## config.mk

```make
export PLATFORM = sky130hd
export DESIGN_NAME = disk_request_scheduler_flat
export DESIGN_NICKNAME = d
export VERILOG_FILES = /design/src/drs_pkg.sv /design/src/drs_req_if.sv /design/src/drs_rsp_if.sv /design/src/drs_cfg_if.sv /design/src/disk_request_scheduler.sv /design/src/drs_ram.sv /design/src/drs_pick.sv /design/src/flat_wrapper.sv
export VERILOG_INCLUDE_DIRS = /design/src /design/src/src
export SDC_FILE = /design/constraint.sdc
export NUM_CORES = 1
export LEC_CHECK = 0
export BUFFER_PORTS_ARGS = -buffer_cell sky130_fd_sc_hd__buf_2
export CORE_ASPECT_RATIO = 0.5
export CORE_MARGIN = 1.5
export CORE_UTILIZATION = 55
export CTS_CLUSTER_DIAMETER = 150
export CTS_CLUSTER_SIZE = 8
export DETAILED_ROUTE_END_ITERATION = 8
export HOLD_SLACK_MARGIN = 0.02
export PLACE_DENSITY = 0.82
export SYNTH_ARGS = -nofsm -noshare
export SYNTH_HDL_FRONTEND = slang
export SYNTH_SLANG_ARGS = --single-unit
```

## constraint.sdc

```tcl
create_clock -name clk_i -period 6.6 [get_ports clk_i]
set_input_delay 0 -clock clk_i [delete_from_list [all_inputs] [get_ports clk_i]]
set_output_delay 0 -clock clk_i [all_outputs]
set_load 0.005 [all_outputs]
```

## src/assert_macros.svh

```systemverilog
// Assertion macros used by the top RTL file of the disk request scheduler.
`ifndef ASSERT_MACROS_SVH
`define ASSERT_MACROS_SVH

`ifndef NO_ASSERTIONS

// Checks that a property holds at every clock edge outside reset.
`define DRS_ASSERT(lbl, clk, rstn, prop, msg) \
  lbl: assert property (@(posedge clk) disable iff (!rstn) prop) \
    else $error(msg);

// Checks that a condition never holds at a clock edge outside reset.
`define DRS_ASSERT_NEVER(lbl, clk, rstn, cond, msg) \
  lbl: assert property (@(posedge clk) disable iff (!rstn) !(cond)) \
    else $error(msg);

`else

`define DRS_ASSERT(lbl, clk, rstn, prop, msg)
`define DRS_ASSERT_NEVER(lbl, clk, rstn, cond, msg)

`endif

`endif

```

## src/drs_pkg.sv

```systemverilog
// Types, constants and helper functions of the disk request scheduler.
package drs_pkg;

  localparam int QUEUE_DEPTH = 16;
  localparam int IDX_W       = $clog2(QUEUE_DEPTH);
  localparam int CNT_W       = $clog2(QUEUE_DEPTH + 1);

  localparam int ID_W    = 16;
  localparam int TRACK_W = 16;
  localparam int SUM_W   = 32;
  localparam int POL_W   = 3;

  localparam logic FUNC_ADD      = 1'b0;
  localparam logic FUNC_DISPATCH = 1'b1;

  localparam logic [POL_W-1:0] POL_FIFO  = 3'd0;
  localparam logic [POL_W-1:0] POL_SSTF  = 3'd1;
  localparam logic [POL_W-1:0] POL_LOOK  = 3'd2;
  localparam logic [POL_W-1:0] POL_CLOOK = 3'd3;
  localparam logic [POL_W-1:0] POL_FLOOK = 3'd4;

  typedef enum logic [1:0] {
    STAT_ADDED      = 2'd0,
    STAT_FULL       = 2'd1,
    STAT_DISPATCHED = 2'd2,
    STAT_EMPTY      = 2'd3
  } status_e;

  // Selection key used by one comparator during a table scan.
  typedef enum logic [2:0] {
    SEL_ID   = 3'd0,
    SEL_DIST = 3'd1,
    SEL_UP   = 3'd2,
    SEL_DOWN = 3'd3,
    SEL_ALL  = 3'd4,
    SEL_NONE = 3'd5
  } sel_e;

  typedef struct packed {
    logic [ID_W-1:0]    id;
    logic [TRACK_W-1:0] track;
  } entry_t;

  localparam int ENTRY_W = $bits(entry_t);

  typedef struct packed {
    logic               ok;
    logic [TRACK_W-1:0] key;
  } key_t;

  typedef struct packed {
    logic               found;
    logic [TRACK_W-1:0] key;
    logic [ID_W-1:0]    id;
    logic [TRACK_W-1:0] track;
    logic [IDX_W-1:0]   slot;
  } best_t;

  function automatic logic [TRACK_W-1:0] abs_diff(logic [TRACK_W-1:0] a,
                                                  logic [TRACK_W-1:0] b);
    return (a >= b) ? (a - b) : (b - a);
  endfunction

  function automatic key_t key_of(sel_e sel, logic [TRACK_W-1:0] t,
                                  logic [TRACK_W-1:0] head);
    key_t r;
    r.ok  = 1'b1;
    r.key = '0;
    unique case (sel)
      SEL_ID:   r.key = '0;
      SEL_DIST: r.key = abs_diff(t, head);
      SEL_UP: begin
        r.ok  = (t >= head);
        r.key = t;
      end
      SEL_DOWN: begin
        r.ok  = (t <= head);
        r.key = ~t;
      end
      SEL_ALL:  r.key = t;
      SEL_NONE: r.ok  = 1'b0;
      default:  r.ok  = 1'b0;
    endcase
    return r;
  endfunction

  // Lowest slot whose valid bit is clear.
  function automatic logic [IDX_W-1:0] first_free(logic [QUEUE_DEPTH-1:0] v);
    logic [IDX_W-1:0] r;
    r = '0;
    for (int i = QUEUE_DEPTH - 1; i >= 0; i--) begin
      if (!v[i]) r = IDX_W'(i);
    end
    return r;
  endfunction

endpackage

```

## src/drs_req_if.sv

```systemverilog
// Request channel: one add or dispatch item per handshake.
interface drs_req_if ();
  logic                         valid;
  logic                         ready;
  logic                         func;
  logic [drs_pkg::ID_W-1:0]    req_id;
  logic [drs_pkg::TRACK_W-1:0] req_track;

  modport source (output valid, func, req_id, req_track, input ready);
  modport sink   (input valid, func, req_id, req_track, output ready);
endinterface

```

## src/drs_rsp_if.sv

```systemverilog
// Result channel: one result item per request item.
interface drs_rsp_if ();
  logic                         valid;
  logic                         ready;
  logic [1:0]                   status;
  logic [drs_pkg::ID_W-1:0]    out_id;
  logic [drs_pkg::TRACK_W-1:0] out_track;
  logic [drs_pkg::TRACK_W-1:0] seek_distance;
  logic                         sweeping_up;
  logic [drs_pkg::SUM_W-1:0]   total_movement;

  modport source (output valid, status, out_id, out_track, seek_distance, sweeping_up,
                  total_movement, input ready);
  modport sink   (input valid, status, out_id, out_track, seek_distance, sweeping_up,
                  total_movement, output ready);
endinterface

```

## src/drs_cfg_if.sv

```systemverilog
// Configuration channel carrying the scheduling policy register.
interface drs_cfg_if ();
  logic                       valid;
  logic                       ready;
  logic [drs_pkg::POL_W-1:0] policy;

  modport source (output valid, policy, input ready);
  modport sink   (input valid, policy, output ready);
endinterface

```

## src/disk_request_scheduler.sv

```systemverilog
// Disk request scheduler: a table of pending requests served by a selectable policy.
// Channels: req_i takes items (func 0 adds id and track, func 1 dispatches one request),
// rsp_o returns exactly one result item per request item, cfg_i writes the policy
// register and is always ready; write it only while no item is in flight.
// Requests are stored in a RAM of QUEUE_DEPTH entries; valid and batch bits are flops.
// An add: the accepting edge latches the item, and once the output register is free,
// state S_OP loads the result into it and, unless the table is full, writes the lowest free slot.
// A dispatch reads the RAM one entry per cycle through its single read port, and two
// comparators keep the best candidate for the primary and the fallback key. Its states
// are S_OP (clear), S_SCAN (one read per table entry) and S_COMMIT (result, once the
// output register is free); the request channel is ready only in S_IDLE, so the block
// takes no new item until the current add or dispatch is through.
// The result waits in an output register: the block takes the next item while it
// waits, and holds a finished result in its last state until the receiver takes the
// one before it. Reset empties the table, puts the head on track 0 sweeping up,
// clears the total and selects FIFO; no clearing pass is needed.
`include "assert_macros.svh"

module disk_request_scheduler (
  input  logic clk_i,
  input  logic rst_ni,
  drs_cfg_if.sink   cfg_i,
  drs_req_if.sink   req_i,
  drs_rsp_if.source rsp_o
);

  typedef enum logic [1:0] {
    S_IDLE,
    S_OP,
    S_SCAN,
    S_COMMIT
  } state_e;

  state_e                         state_q;
  logic                           func_q;
  logic [drs_pkg::ID_W-1:0]       id_q;
  logic [drs_pkg::TRACK_W-1:0]    track_q;
  logic [drs_pkg::CNT_W-1:0]      cnt_q;
  logic [drs_pkg::QUEUE_DEPTH-1:0] valid_q;
  logic [drs_pkg::QUEUE_DEPTH-1:0] batch_q;
  logic [drs_pkg::TRACK_W-1:0]    head_q;
  logic                           dir_q;
  logic [drs_pkg::SUM_W-1:0]      sum_q;
  logic [drs_pkg::POL_W-1:0]      policy_q;
  logic                           rd_vld_q;
  logic [drs_pkg::IDX_W-1:0]      rd_slot_q;

  logic                           out_valid_q;
  drs_pkg::status_e               out_status_q;
  logic [drs_pkg::ID_W-1:0]       out_id_q;
  logic [drs_pkg::TRACK_W-1:0]    out_track_q;
  logic [drs_pkg::TRACK_W-1:0]    out_dist_q;
  logic                           out_dir_q;
  logic [drs_pkg::SUM_W-1:0]      out_sum_q;

  logic [drs_pkg::POL_W-1:0]      pol_eff;
  logic                           sweep_pol;
  logic                           batch_mode;
  drs_pkg::sel_e                  sel_a, sel_b;
  drs_pkg::best_t                 best_a, best_b, chosen;
  drs_pkg::entry_t                rd_entry, wr_entry;
  logic                           out_free;
  logic                           out_load;
  logic                           full;
  logic [drs_pkg::IDX_W-1:0]      free_slot;
  logic                           ram_we, ram_re;
  logic [drs_pkg::IDX_W-1:0]      ram_raddr;
  logic                           scan_clear;
  logic                           eligible;
  logic [drs_pkg::TRACK_W-1:0]    seek_dist;
  logic [drs_pkg::SUM_W:0]        sum_wide;
  logic [drs_pkg::SUM_W-1:0]      sum_next;

  assign cfg_i.ready = 1'b1;
  assign req_i.ready = (state_q == S_IDLE);
  assign out_free    = !out_valid_q || rsp_o.ready;
  assign out_load    = out_free && (((state_q == S_OP) && (func_q == drs_pkg::FUNC_ADD)) ||
                                    (state_q == S_COMMIT));

  assign rsp_o.valid          = out_valid_q;
  assign rsp_o.status         = out_status_q;
  assign rsp_o.out_id         = out_id_q;
  assign rsp_o.out_track      = out_track_q;
  assign rsp_o.seek_distance  = out_dist_q;
  assign rsp_o.sweeping_up    = out_dir_q;
  assign rsp_o.total_movement = out_sum_q;

  // Unused policy codes behave as FIFO.
  assign pol_eff    = (policy_q > drs_pkg::POL_FLOOK) ? drs_pkg::POL_FIFO : policy_q;
  assign sweep_pol  = (pol_eff == drs_pkg::POL_LOOK) || (pol_eff == drs_pkg::POL_FLOOK);
  assign batch_mode = (pol_eff == drs_pkg::POL_FLOOK);

  always_comb begin
    sel_a = drs_pkg::SEL_ID;
    sel_b = drs_pkg::SEL_NONE;
    unique case (pol_eff)
      drs_pkg::POL_FIFO: sel_a = drs_pkg::SEL_ID;
      drs_pkg::POL_SSTF: sel_a = drs_pkg::SEL_DIST;
      drs_pkg::POL_CLOOK: begin
        sel_a = drs_pkg::SEL_UP;
        sel_b = drs_pkg::SEL_ALL;
      end
      drs_pkg::POL_LOOK, drs_pkg::POL_FLOOK: begin
        sel_a = dir_q ? drs_pkg::SEL_UP : drs_pkg::SEL_DOWN;
        sel_b = dir_q ? drs_pkg::SEL_DOWN : drs_pkg::SEL_UP;
      end
      default: sel_a = drs_pkg::SEL_ID;
    endcase
  end

  assign full      = &valid_q;
  assign free_slot = drs_pkg::first_free(valid_q);

  assign wr_entry.id    = id_q;
  assign wr_entry.track = track_q;

  assign ram_we    = (state_q == S_OP) && (func_q == drs_pkg::FUNC_ADD) && out_free && !full;
  assign ram_re    = (state_q == S_SCAN) && (cnt_q < drs_pkg::CNT_W'(drs_pkg::QUEUE_DEPTH));
  assign ram_raddr = cnt_q[drs_pkg::IDX_W-1:0];

  drs_ram #(
    .WIDTH (drs_pkg::ENTRY_W),
    .DEPTH (drs_pkg::QUEUE_DEPTH)
  ) u_ram (
    .clk_i   (clk_i),
    .we_i    (ram_we),
    .waddr_i (free_slot),
    .wdata_i (wr_entry),
    .re_i    (ram_re),
    .raddr_i (ram_raddr),
    .rdata_o (rd_entry)
  );

  assign scan_clear = (state_q == S_OP);
  assign eligible   = valid_q[rd_slot_q] && (!batch_mode || batch_q[rd_slot_q]);

  drs_pick u_pick_a (
    .clk_i      (clk_i),
    .rst_ni     (rst_ni),
    .clear_i    (scan_clear),
    .step_i     (rd_vld_q),
    .eligible_i (eligible),
    .sel_i      (sel_a),
    .head_i     (head_q),
    .entry_i    (rd_entry),
    .slot_i     (rd_slot_q),
    .best_o     (best_a)
  );

  drs_pick u_pick_b (
    .clk_i      (clk_i),
    .rst_ni     (rst_ni),
    .clear_i    (scan_clear),
    .step_i     (rd_vld_q),
    .eligible_i (eligible),
    .sel_i      (sel_b),
    .head_i     (head_q),
    .entry_i    (rd_entry),
    .slot_i     (rd_slot_q),
    .best_o     (best_b)
  );

  assign chosen    = best_a.found ? best_a : best_b;
  assign seek_dist = drs_pkg::abs_diff(chosen.track, head_q);
  assign sum_wide  = {1'b0, sum_q} +
                     {{(drs_pkg::SUM_W + 1 - drs_pkg::TRACK_W){1'b0}}, seek_dist};
  assign sum_next  = sum_wide[drs_pkg::SUM_W] ? {drs_pkg::SUM_W{1'b1}}
                                              : sum_wide[drs_pkg::SUM_W-1:0];

  always_ff @(posedge clk_i or negedge rst_ni) begin
    if (!rst_ni) begin
      state_q     <= S_IDLE;
      func_q      <= drs_pkg::FUNC_ADD;
      cnt_q       <= '0;
      valid_q     <= '0;
      batch_q     <= '0;
      head_q      <= '0;
      dir_q       <= 1'b1;
      sum_q       <= '0;
      policy_q    <= drs_pkg::POL_FIFO;
      rd_vld_q    <= 1'b0;
      rd_slot_q   <= '0;
      out_valid_q <= 1'b0;
    end else begin
      if (cfg_i.valid) begin
        policy_q <= cfg_i.policy;
      end
      rd_vld_q  <= ram_re;
      rd_slot_q <= ram_raddr;
      if (out_load) begin
        out_valid_q <= 1'b1;
      end else if (out_valid_q && rsp_o.ready) begin
        out_valid_q <= 1'b0;
      end

      unique case (state_q)
        S_IDLE: begin
          if (req_i.valid) begin
            func_q  <= req_i.func;
            id_q    <= req_i.req_id;
            track_q <= req_i.req_track;
            state_q <= S_OP;
          end
        end
        S_OP: begin
          if (func_q == drs_pkg::FUNC_ADD) begin
            if (out_free) begin
              if (!full) begin
                valid_q[free_slot] <= 1'b1;
                batch_q[free_slot] <= 1'b0;
              end
              out_status_q <= full ? drs_pkg::STAT_FULL : drs_pkg::STAT_ADDED;
              out_id_q     <= '0;
              out_track_q  <= '0;
              out_dist_q   <= '0;
              out_dir_q    <= dir_q;
              out_sum_q    <= sum_q;
              state_q      <= S_IDLE;
            end
          end else begin
            // An exhausted frozen batch takes in every pending request and restarts upward.
            if (batch_mode && !(|(valid_q & batch_q))) begin
              batch_q <= valid_q;
              dir_q   <= 1'b1;
            end
            cnt_q   <= '0;
            state_q <= S_SCAN;
          end
        end
        S_SCAN: begin
          if (cnt_q == drs_pkg::CNT_W'(drs_pkg::QUEUE_DEPTH)) begin
            state_q <= S_COMMIT;
          end else begin
            cnt_q <= cnt_q + 1'b1;
          end
        end
        S_COMMIT: begin
          if (out_free) begin
            state_q <= S_IDLE;
            if (chosen.found) begin
              valid_q[chosen.slot] <= 1'b0;
              batch_q[chosen.slot] <= 1'b0;
              head_q               <= chosen.track;
              sum_q                <= sum_next;
              out_status_q         <= drs_pkg::STAT_DISPATCHED;
              out_id_q             <= chosen.id;
              out_track_q          <= chosen.track;
              out_dist_q           <= seek_dist;
              out_sum_q            <= sum_next;
              // A sweep that finds nothing ahead turns around.
              if (sweep_pol && !best_a.found) begin
                dir_q     <= !dir_q;
                out_dir_q <= !dir_q;
              end else begin
                out_dir_q <= dir_q;
              end
            end else begin
              out_status_q <= drs_pkg::STAT_EMPTY;
              out_id_q     <= '0;
              out_track_q  <= '0;
              out_dist_q   <= '0;
              out_dir_q    <= dir_q;
              out_sum_q    <= sum_q;
            end
          end
        end
        default: state_q <= S_IDLE;
      endcase
    end
  end

  `DRS_ASSERT_NEVER(a_batch_subset, clk_i, rst_ni, |(batch_q & ~valid_q),
                    "batch bit set on a free slot")
  `DRS_ASSERT(a_sum_monotone, clk_i, rst_ni, (sum_q >= $past(sum_q)),
              "total movement decreased")
  `DRS_ASSERT(a_add_fills, clk_i, rst_ni,
              ram_we |=> ($countones(valid_q) == $past($countones(valid_q)) + 1),
              "add did not fill one slot")
  `DRS_ASSERT(a_dispatch_frees, clk_i, rst_ni,
              ((state_q == S_COMMIT) && out_free && chosen.found) |=>
                !valid_q[$past(chosen.slot)],
              "dispatched slot still valid")

endmodule

```

## src/drs_ram.sv

```systemverilog
// Generic single-write, single-read RAM with a registered read port.
module drs_ram #(
  parameter int WIDTH = 32,
  parameter int DEPTH = 16
) (
  input  logic                     clk_i,
  input  logic                     we_i,
  input  logic [$clog2(DEPTH)-1:0] waddr_i,
  input  logic [WIDTH-1:0]         wdata_i,
  input  logic                     re_i,
  input  logic [$clog2(DEPTH)-1:0] raddr_i,
  output logic [WIDTH-1:0]         rdata_o
);

  logic [WIDTH-1:0] mem_q [DEPTH];
  logic [WIDTH-1:0] rdata_q;

  always_ff @(posedge clk_i) begin
    if (we_i) begin
      mem_q[waddr_i] <= wdata_i;
    end
    if (re_i) begin
      rdata_q <= mem_q[raddr_i];
    end
  end

  assign rdata_o = rdata_q;

endmodule

```

## src/drs_pick.sv

```systemverilog
// Running best-candidate tracker fed with one table entry per cycle while step_i is high.
module drs_pick (
  input  logic                         clk_i,
  input  logic                         rst_ni,
  input  logic                         clear_i,
  input  logic                         step_i,
  input  logic                         eligible_i,
  input  drs_pkg::sel_e                sel_i,
  input  logic [drs_pkg::TRACK_W-1:0] head_i,
  input  drs_pkg::entry_t              entry_i,
  input  logic [drs_pkg::IDX_W-1:0]   slot_i,
  output drs_pkg::best_t               best_o
);

  drs_pkg::best_t best_q, best_d;
  drs_pkg::key_t  kr;
  logic           take;

  always_comb begin
    kr   = drs_pkg::key_of(sel_i, entry_i.track, head_i);
    // Entries arrive in slot order, so strict compares keep the lowest slot on a full tie.
    take = step_i && eligible_i && kr.ok &&
           (!best_q.found || (kr.key < best_q.key) ||
            ((kr.key == best_q.key) && (entry_i.id < best_q.id)));
    best_d = best_q;
    if (clear_i) begin
      best_d.found = 1'b0;
    end else if (take) begin
      best_d.found = 1'b1;
      best_d.key   = kr.key;
      best_d.id    = entry_i.id;
      best_d.track = entry_i.track;
      best_d.slot  = slot_i;
    end
  end

  always_ff @(posedge clk_i or negedge rst_ni) begin
    if (!rst_ni) begin
      best_q <= '0;
    end else begin
      best_q <= best_d;
    end
  end

  assign best_o = best_q;

endmodule

```

## src/flat_wrapper.sv

```systemverilog
// flat-port wrapper written by rule: the top's interface ports become plain ports
module disk_request_scheduler_flat 
  (clk_i, rst_ni, cfg_i_valid, cfg_i_policy, cfg_i_ready, req_i_valid, req_i_func, req_i_req_id, req_i_req_track, req_i_ready, rsp_o_valid, rsp_o_status, rsp_o_out_id, rsp_o_out_track, rsp_o_seek_distance, rsp_o_sweeping_up, rsp_o_total_movement, rsp_o_ready);
  drs_cfg_if cfg_i_i ();
  drs_req_if req_i_i ();
  drs_rsp_if rsp_o_i ();
  input  logic clk_i;
  input  logic rst_ni;
  input wire logic [$bits(cfg_i_i.valid)-1:0] cfg_i_valid;
  input wire logic [$bits(cfg_i_i.policy)-1:0] cfg_i_policy;
  output wire logic [$bits(cfg_i_i.ready)-1:0] cfg_i_ready;
  input wire logic [$bits(req_i_i.valid)-1:0] req_i_valid;
  input wire logic [$bits(req_i_i.func)-1:0] req_i_func;
  input wire logic [$bits(req_i_i.req_id)-1:0] req_i_req_id;
  input wire logic [$bits(req_i_i.req_track)-1:0] req_i_req_track;
  output wire logic [$bits(req_i_i.ready)-1:0] req_i_ready;
  output wire logic [$bits(rsp_o_i.valid)-1:0] rsp_o_valid;
  output wire logic [$bits(rsp_o_i.status)-1:0] rsp_o_status;
  output wire logic [$bits(rsp_o_i.out_id)-1:0] rsp_o_out_id;
  output wire logic [$bits(rsp_o_i.out_track)-1:0] rsp_o_out_track;
  output wire logic [$bits(rsp_o_i.seek_distance)-1:0] rsp_o_seek_distance;
  output wire logic [$bits(rsp_o_i.sweeping_up)-1:0] rsp_o_sweeping_up;
  output wire logic [$bits(rsp_o_i.total_movement)-1:0] rsp_o_total_movement;
  input wire logic [$bits(rsp_o_i.ready)-1:0] rsp_o_ready;
  assign cfg_i_i.valid = cfg_i_valid;
  assign cfg_i_i.policy = cfg_i_policy;
  assign cfg_i_ready = cfg_i_i.ready;
  assign req_i_i.valid = req_i_valid;
  assign req_i_i.func = req_i_func;
  assign req_i_i.req_id = req_i_req_id;
  assign req_i_i.req_track = req_i_req_track;
  assign req_i_ready = req_i_i.ready;
  assign rsp_o_valid = rsp_o_i.valid;
  assign rsp_o_status = rsp_o_i.status;
  assign rsp_o_out_id = rsp_o_i.out_id;
  assign rsp_o_out_track = rsp_o_i.out_track;
  assign rsp_o_seek_distance = rsp_o_i.seek_distance;
  assign rsp_o_sweeping_up = rsp_o_i.sweeping_up;
  assign rsp_o_total_movement = rsp_o_i.total_movement;
  assign rsp_o_i.ready = rsp_o_ready;
  disk_request_scheduler u_core (.clk_i(clk_i), .rst_ni(rst_ni), .cfg_i(cfg_i_i), .req_i(req_i_i), .rsp_o(rsp_o_i));
endmodule
```

==> results.md, run 1 <==
- Sw Pwr: just under 10000 uW
- First-pass GRT wire length: 164000 um
- Sink Count: 863
- Critical Path Source: u_core.u_pick_a.best_o[52]
- Worst Path Arrival: 6.72 ns
- Min-delay worst type: in2reg
- Leading cell type in the layout, fill and taps excluded: edfxtp_1
- FF-to-FF setup slack: approximately 0.38 ns
- Endpoint required time on the critical path: 7.10 ns
- Crit path max-delay family: compound AO/OA/AOI/OAI gates
- Share of cells above drive strength 1: 0.187
- Drt wl/cell: 28.0 um
- Top_reg_cell synth: edfxtp_1
- DRT Pass-1 Iters: 5
- Iter 0 DRT Violations: around 3000
- Vias in the first global route: about 26000
- Row cnt: 69
- Crit. End Element: register
- Slowest CP cell: dfrtp_2
- Average size of a mapped cell: 14.6 sq um
- CTS buffer count: ~120
- Tcrit/Tclk final: 0.943
- Hold Crit Depth: 2
- Leakage: 0.0171 uW
- R2R depth: 23
- Max-slew violation count: 0
- Placeable Area: 0.0711 sq mm
- Simple-gate area share of the yosys netlist: 0.0616
- Largest family of logic cells by synthesized area: multiplexers
- Antenna-violating nets left: 0
- Seq/Total Area, Yosys: 0.628
- ANT cells: 0
- Most frequent cells in the layout: edfxtp_1 (659), dfrtp_1 (198), nand2_1 (193)
- Endpoints failing setup: 0
- Drt total wl: 111000 um
- Syn Inst Count: 2717
- Max VDD drop: approximately 580 uV
- Critical R2R Capture: u_core.rsp_o.total_movement[22]
- Die Y: ~190 um
- Post-Synth Adder-Cell Area: 0.0473
- Post-CTS Setup Inserts: 0
- Power per cell area: between 500 and 600 mW/mm^2
- Area of the die: between 0.07 and 0.08 sq mm
- Port bufs: 125
- RSZ-0062 raised after global routing: no
- GPL Wtd Cong: ~0.93
- Clock power share: 0.229
- Relative slew slack: 0.131
- # fillers: 4835
- Max Cap Viol: 0
- Number of top-level pins: about 130
- Post-synthesis cell area: 0.0397 sq mm
- Largest net degree at the start of global routing: 90
- Antenna violations before repair: 2
- Post-synthesis mux area share: 0.140
- Yosys warnings: 0
- CP Cell Sequence: mux2i_1 -> ha_1 -> inv_1 -> fa_1 -> a21o_1 -> a211oi_1 -> o2111ai_1 -> nand2_1 -> a21oi_4 -> or2_0 -> buf_4 -> o21ai_0 -> xnor2_1 -> ha_1 -> nand3_1 -> a2111oi_1 -> o21ai_0 -> a21o_1 -> a21oi_4 -> o21ai_1 -> buf_4 -> and3_1 -> a31oi_1
- Starting Density: 0.558
- DP Area: 0.0416 sq mm
- HPWL Detailed: about 65000 um
- Total GRT Usage: 0.301
- Internal power consumption: roughly 15000 uW
- WP depth: 23
- Post-synthesis xor/xnor area fraction: 0.00858
- WP buf/inv: 3
- Via density: between 6 and 7
- CP max FO: 13
- Worst skew pair latency: 0.71 ns
- Worst hold slack: 0.0398 ns
- Max clock buf depth: 3
- Synth unique cells: 85
- Number of flops mapped to enable cells by yosys: 659
- Reg clk slew, reported paths: 0.05 ns
- CP endpoint: u_core.rsp_o.total_movement[22]
- H-tree depth: 3
- Syn_nets: 2905
- Synth-to-layout area growth: 14.8%
- Die Wd: 383 um
- Min cycle time layout: 6.22 ns
- Final #Nets: 3147
- Complex-gate fraction of the synthesized area: 0.0868
- FMAX: 0.161 GHz
- Seq pwr share: 0.321
- Worst r2r src: u_core.u_pick_a.best_o[52]
- Comb power frac: 0.449
- Overflow after GRT: 0
- DRC Markers: 0
- Worst-Margin Slew: 1.30 ns
- Vias: roughly 26000
- Switch share: 0.398
- Async S/R FF share, synth: 0.236
- Critical path launch point type: register
- Synthesis-stage register bit count: between 800 and 900
- WS Path Type: reg2reg
- TritonCTS clock tree: done
- Fin Setup TNS: 0 ns
- Crit-path max cell delay: 0.57 ns
- Clock Root Buffer: clkbuf_16
- Post-route cell area: 0.0455 sq mm
- Final Hold Viols: 0
- Clock skew: between 0.05 and 0.06 ns
- Outcome: finished clean
- Power Total: 24400 uW
## power groups by stage
stage	Sequential (uW)	Clock [uW]	Combinational (uW)
floorplan	7390	0	8040
global placement	7820	0	10300
detailed placement	7890	0	10500
CTS	7820	5630	10800
global route	7940	5850	11900
finish	7860	5610	11000
## through the flow
| stage | utilization | cells | worst slack, ns |
|---|---|---|---|
| after floorplan | - | 2717 | 0.414 |
| after global placement | 0.584 | 3735 | 0.399 |
| after detailed placement | 0.584 | 3735 | 0.179 |
| after CTS | 0.640 | 3976 | 0.145 |
| after global routing | 0.640 | 3976 | 0.0857 |
| final | 0.640 | 3976 | 0.378 |
## cell usage after synthesis, types with 22 or more instances
library cell / count / area, sq um
ha_1: 142 / 1780
nor3_1: 22 / 110
a21oi_1: 99 / 495
nand4_1: 23 / 144
mux4_2: 170 / 3830
nand3_1: 29 / 145
nor2_1: 155 / 582
clkbuf_1: 78 / 293
dfrtp_1: 203 / 5080
mux2_1: 65 / 732
xnor2_1: 23 / 201
a31oi_1: 38 / 238
and2_1: 23 / 144
mux2i_1: 58 / 581
o21ai_1: 24 / 120
and3_1: 25 / 156
o21ai_0: 152 / 761
mux2_2: 34 / 383
edfxtp_1: 659 / 19800
nand2_1: 194 / 728
inv_1: 147 / 552
a21o_1: 53 / 398
## kinds of logic after synthesis
logic type	after synthesis
DFF	863
and+or+nand+nor	535
AOI/OAI and AO/OA	533
muxes	328
buffers and inverters	272
adders and majority gates	147
xor gates and xnor gates	38
other	1
## routing by layer
metal / up-vias / GRT usage / wire, um
li1: 10900 / - / -
met1: 13000 / 0.398 / 42700
met2: 1760 / 0.484 / 52500
met3: 335 / 0.0694 / 11200
met4: 2 / 0.130 / 4790
met5: - / 0 / 12
## what timing repair did
action	in CTS	in global routing
endpoints found under the hold margin	114	0
endpoints found under the setup margin	0	15
hold buffers	63	0
resized for setup	0	4
## sequential cells by signal (all words and copies together), names as in the netlist, 32 cells and up
signal                       flops
u_core.u_ram.mem_q             512
u_core.u_pick_b.best_o          53
u_core.u_pick_a.best_o          53
u_core.u_ram.rdata_o            32
u_core.sum_q                    32
u_core.rsp_o.total_movement     32
## how the worst min path moves through the flow
| stage | from | to | slack [ns] |
|---|---|---|---|
| floorplan | rst_ni | u_core.batch_q[0] | -0.30 |
| global placement | rst_ni | u_core.cnt_q[0] | 0.08 |
| detailed placement | rst_ni | u_core.func_q | 0.09 |
| CTS | req_i_req_id[10] | u_core.id_q[10] | 0.02 |
| global route | req_i_req_id[11] | u_core.id_q[11] | 0.02 |
| finish | req_i_req_track[4] | u_core.track_q[4] | 0.04 |
## cell type report
class | count | area (sq um) | share of cell area
inverter | 148 | 556 | 0.0122
multi-input combinational | 1582 | 13800 | 0.304
tap | 958 | 1200 | 0.0263
timing repair buffer | 247 | 1750 | 0.0384
sequential | 863 | 24900 | 0.547
clock inverter | 5 | 129 | 0.00283
clock buffer | 173 | 3180 | 0.0698
(Power assumes the default switching activity.)
==> run 2, diff against run 1 <==
- ABC_AREA: unset -> 1
- CTS_CLUSTER_DIAMETER: 150 -> 80
- PLACE_DENSITY: 0.82 -> 0.79
- clock period: 6.6 -> 6.7 ns (I/O delays scaled with it)
==> results.md, run 2 <==
- Outcome: finished clean
- Synth unique cells: 59 (-31%)
- CP max FO: 15 (+2)
- Min-delay worst type: in2reg
- Critical path launch point type: register
- Share of cells above drive strength 1: 0.0867 (-0.101)
- Reg clk slew, reported paths: 0.06 ns (about the same)
- Port bufs: 125 (unchanged)
- Most instantiated cells after synthesis: nand2_1 (824), edfxtp_1 (659), o21ai_0 (554), nor2_1 (449), inv_1 (373)
- Vias in the first global route: 30800 (+20%)
- Starting Density: 0.557 (about the same)
- Worst r2r src: u_core.u_pick_a.best_o[52]
- Register Area: 0.0249 sq mm (about the same)
- Min cycle time layout: 6.12 ns (-0.103 ns)
- Via density: 6.04 (-7.6%)
- ANT cells: 0 (unchanged)
- Hold Crit Depth: 2 (unchanged)
- H-tree depth: 3 (unchanged)
- # fillers: 5615 (+16%)
- Yosys top cell by area: edfxtp_1
- Tcrit/Tclk final: 0.913 (-0.0294)
- Clock Root Buffer: clkbuf_16
- Endpoint required time on the critical path: 7.12 ns (+0.02 ns)
- Flip-flop count of the largest register after layout: 512 (unchanged)
- DRT Pass-1 Iters: 6 (+1)
- Largest family of logic cells by synthesized area: simple AND/OR/NAND/NOR gates
- Worst skew pair latency: 0.74 ns (+0.03 ns)
- Seq/Total Area, Yosys: 0.610 (-0.0173)
- Max clock buf depth: 3 (unchanged)
- Yosys warnings: 0 (unchanged)
- Syn_nets: 4283 (+47%)
- Overflow after GRT: 0 (unchanged)
- Area of the die: 0.0759 sq mm (+2.8%)
- Hold endpoint: u_core.track_q[0]
- Post-Synth Adder-Cell Area: 0.0460 (-0.00131)
- Syn Inst Count: 4095 (+51%)
- Simple-gate area share of the yosys netlist: 0.149 (+0.0877)
- Critical R2R Capture: u_core.rsp_o.total_movement[30]
- Final Hold Viols: 0 (unchanged)
- Average size of a mapped cell: 9.96 sq um (-32%)
- FF-to-FF setup slack: 0.58 ns (+0.20 ns)
- Total GRT Usage: 0.301 (about the same)
- Largest cells by area after synthesis: edfxtp_1 (49%), dfrtp_1 (12%), nand2_1 (7.6%), o21ai_0 (6.8%), ha_1 (4.4%)
- Row cnt: 70 (+1.4%)
- Met1 WL: 46000 um (+7.7%)
- Most frequent cell after synthesis: nand2_1
- Post-CTS Setup Inserts: 0 (unchanged)
- Iter 0 DRT Violations: 3961 (+32%)
- Number of flops mapped to enable cells by yosys: 659 (unchanged)
- Synth-to-layout area growth: 14.1%
- FMAX: 0.163 GHz (+1.7%)
- Worst Path Arrival: 6.54 ns (-0.18 ns)
- Top_reg_cell synth: edfxtp_1
- Placeable Area: 0.0732 sq mm (+2.9%)
- Synth top area share: 0.485 (-0.0138)
- TritonCTS clock tree: done
- Number of top-level pins: 127 (unchanged)
- HPWL Detailed: 68300 um (+4.7%)
- Drt total wl: 116000 um (+4.1%)
- Vias: 32100 (+23%)
- WL met2: 54500 um (+3.8%)
- Largest net degree at the start of global routing: 155 (+72%)
- Sink Count: 863 (unchanged)
- Leading cell type in the layout, fill and taps excluded: nand2_1
- Post-synthesis xor/xnor area fraction: 0.0125 (+0.00387)
- Met3 wire length: 10800 um (-3.2%)
- Synthesis-stage register bit count: 863 (unchanged)
- Multi-input gate area: 0.0139 sq mm (+0.43%)
- First-pass GRT wire length: 176000 um (+7.2%)
- Final #Nets: 4471 (+42%)
- Post-synthesis cell area: 0.0408 sq mm (+2.8%)
- Antenna-violating nets left: 0 (unchanged)
- Post-synthesis mux area share: 0.000245 (-0.139)
- Top reg by flops: u_core.u_ram.mem_q
- Die Y: 196 um (+1.4%)
- Antenna violations before repair: 3 (+1)
- WS Path Type: reg2reg
- Max Cap Viol: 0 (unchanged)
- Hold wc startpoint: req_i_req_track[0]
- Max-slew violation count: 0 (unchanged)
- Clock skew: 0.0684 ns (+0.0183 ns)
- Top routing layer used: met5
- Complex-gate fraction of the synthesized area: 0.127 (+0.0405)
- R2R depth: 23 (unchanged)
- Endpoints failing setup: 0 (unchanged)
- CTS buffer count: 117 (unchanged)
- Relative slew slack: 0.220 (+0.0898)
- RSZ-0062 raised after global routing: no
- Drt wl/cell: 21.8 um (-22%)
- Async S/R FF share, synth: 0.236 (unchanged)
- Worst-Margin Slew: 1.17 ns (-0.132 ns)
- GPL Wtd Cong: 1.02 (+9.4%)
- Die Wd: 388 um (+1.4%)
- Most frequent cells in the layout: nand2_1 (824), edfxtp_1 (659), o21ai_0 (554)
- DRC Markers: 0 (unchanged)
- Fin Setup TNS: 0 ns (unchanged)
- Crit. End Element: register
==> run 2: cell count changes after synthesis, sizes merged, moves of 30 or more <==
cell    before  now
a21oi      102  152
clkbuf      78  149
o22ai        7  145
mux4       170    0
nand3       29  100
o21ai      177  587
a31oi       39    9
mux2       100    0
nor2       156  451
mux2i       58    1
nand2      194  825
inv        147  380
a21o        53    6
nand4       23   54
==> run 2: worst max-delay path by stage <==
stage | start | end | slack, ns | cells past startpoint
2_1_floorplan | u_core.u_pick_a.best_o[52] | u_core.rsp_o.total_movement[28] | 1.62 | 30
3_3_place_gp | u_core.u_pick_a.best_o[52] | u_core.rsp_o.total_movement[25] | 1.07 | 27
3_5_place_dp | u_core.u_pick_a.best_o[52] | u_core.rsp_o.total_movement[28] | 0.85 | 24
4_1_cts | u_core.u_pick_a.best_o[52] | u_core.rsp_o.total_movement[30] | 0.76 | 23
5_1_grt | u_core.u_pick_a.best_o[52] | u_core.rsp_o.total_movement[28] | 0.08 | 27
6_report | u_core.u_pick_a.best_o[52] | u_core.rsp_o.total_movement[30] | 0.58 | 23
==> run 2: stage by stage <==
stage          std cells   util  instance area (sq um)  hold slack, ns  setup WS, ns
2_1_floorplan       4095      -                  40800          -0.296          1.62
3_3_place_gp        5056  0.580                  42400           0.109          1.07
3_5_place_dp        5056  0.580                  42400           0.167         0.850
4_1_cts             5311  0.636                  46600          0.0236         0.755
5_1_grt             5311  0.636                  46600          0.0282        0.0803
6_report            5311  0.636                  46600          0.0478         0.580
==> run 2: critical path, cell delays in order (launching register included) <==
cell      delay, ns
dfrtp_1        0.44
inv_1          0.19
buf_4          0.24
or2_2          0.28
o21ai_0        0.24
inv_1          0.20
fa_1           0.51
a21oi_1        0.21
o21ai_0        0.15
nand2_1        0.09
nand3_1        0.23
o21ai_0        0.40
inv_1          0.15
fa_1           0.48
o21ai_0        0.50
nand3_1        0.17
nand3_1        0.21
a21boi_0       0.19
o22ai_1        0.30
nand2_1        0.15
o21ai_0        0.18
nand3_1        0.13
nand2_1        0.08
o21ai_0        0.08
==> run 2: final cells by class <==
cell class,count,area share
clock buffer,169,0.0675
clock inverter,6,0.00312
inverter,380,0.0308
multi-input combinational,2666,0.298
sequential,863,0.535
tap,972,0.0261
timing repair buffer,255,0.0393
==> run 2: per-layer routing <==
layer / vias up / GRT usage
met5: - / 0
li1: 14500 / -
met4: 2 / 0.125
met3: 297 / 0.0551
met2: 1802 / 0.489
met1: 15500 / 0.403
==> run 2: cells by family (layout without fill, tap and decap cells) <==
family / count (synthesis) / after routing
simple gates: 1502 / 1502
compound gates: 957 / 957
flops: 863 / 863
buf+inv: 566 / 810
fa+ha+maj: 147 / 147
xor+xnor: 58 / 58
other cells: 1 / 1
mux: 1 / 1
==> run 2: repair_timing <==
| item | CTS | global route |
|---|---|---|
| resized for setup | 0 | 0 |
| hold buffers | 80 | 0 |
| endpoints found under the hold margin | 139 | 0 |
Power of run 2 is left out: the tool's default activity adds up to more than one toggle a clock period on the data nets, which glitch-free logic cannot reach.
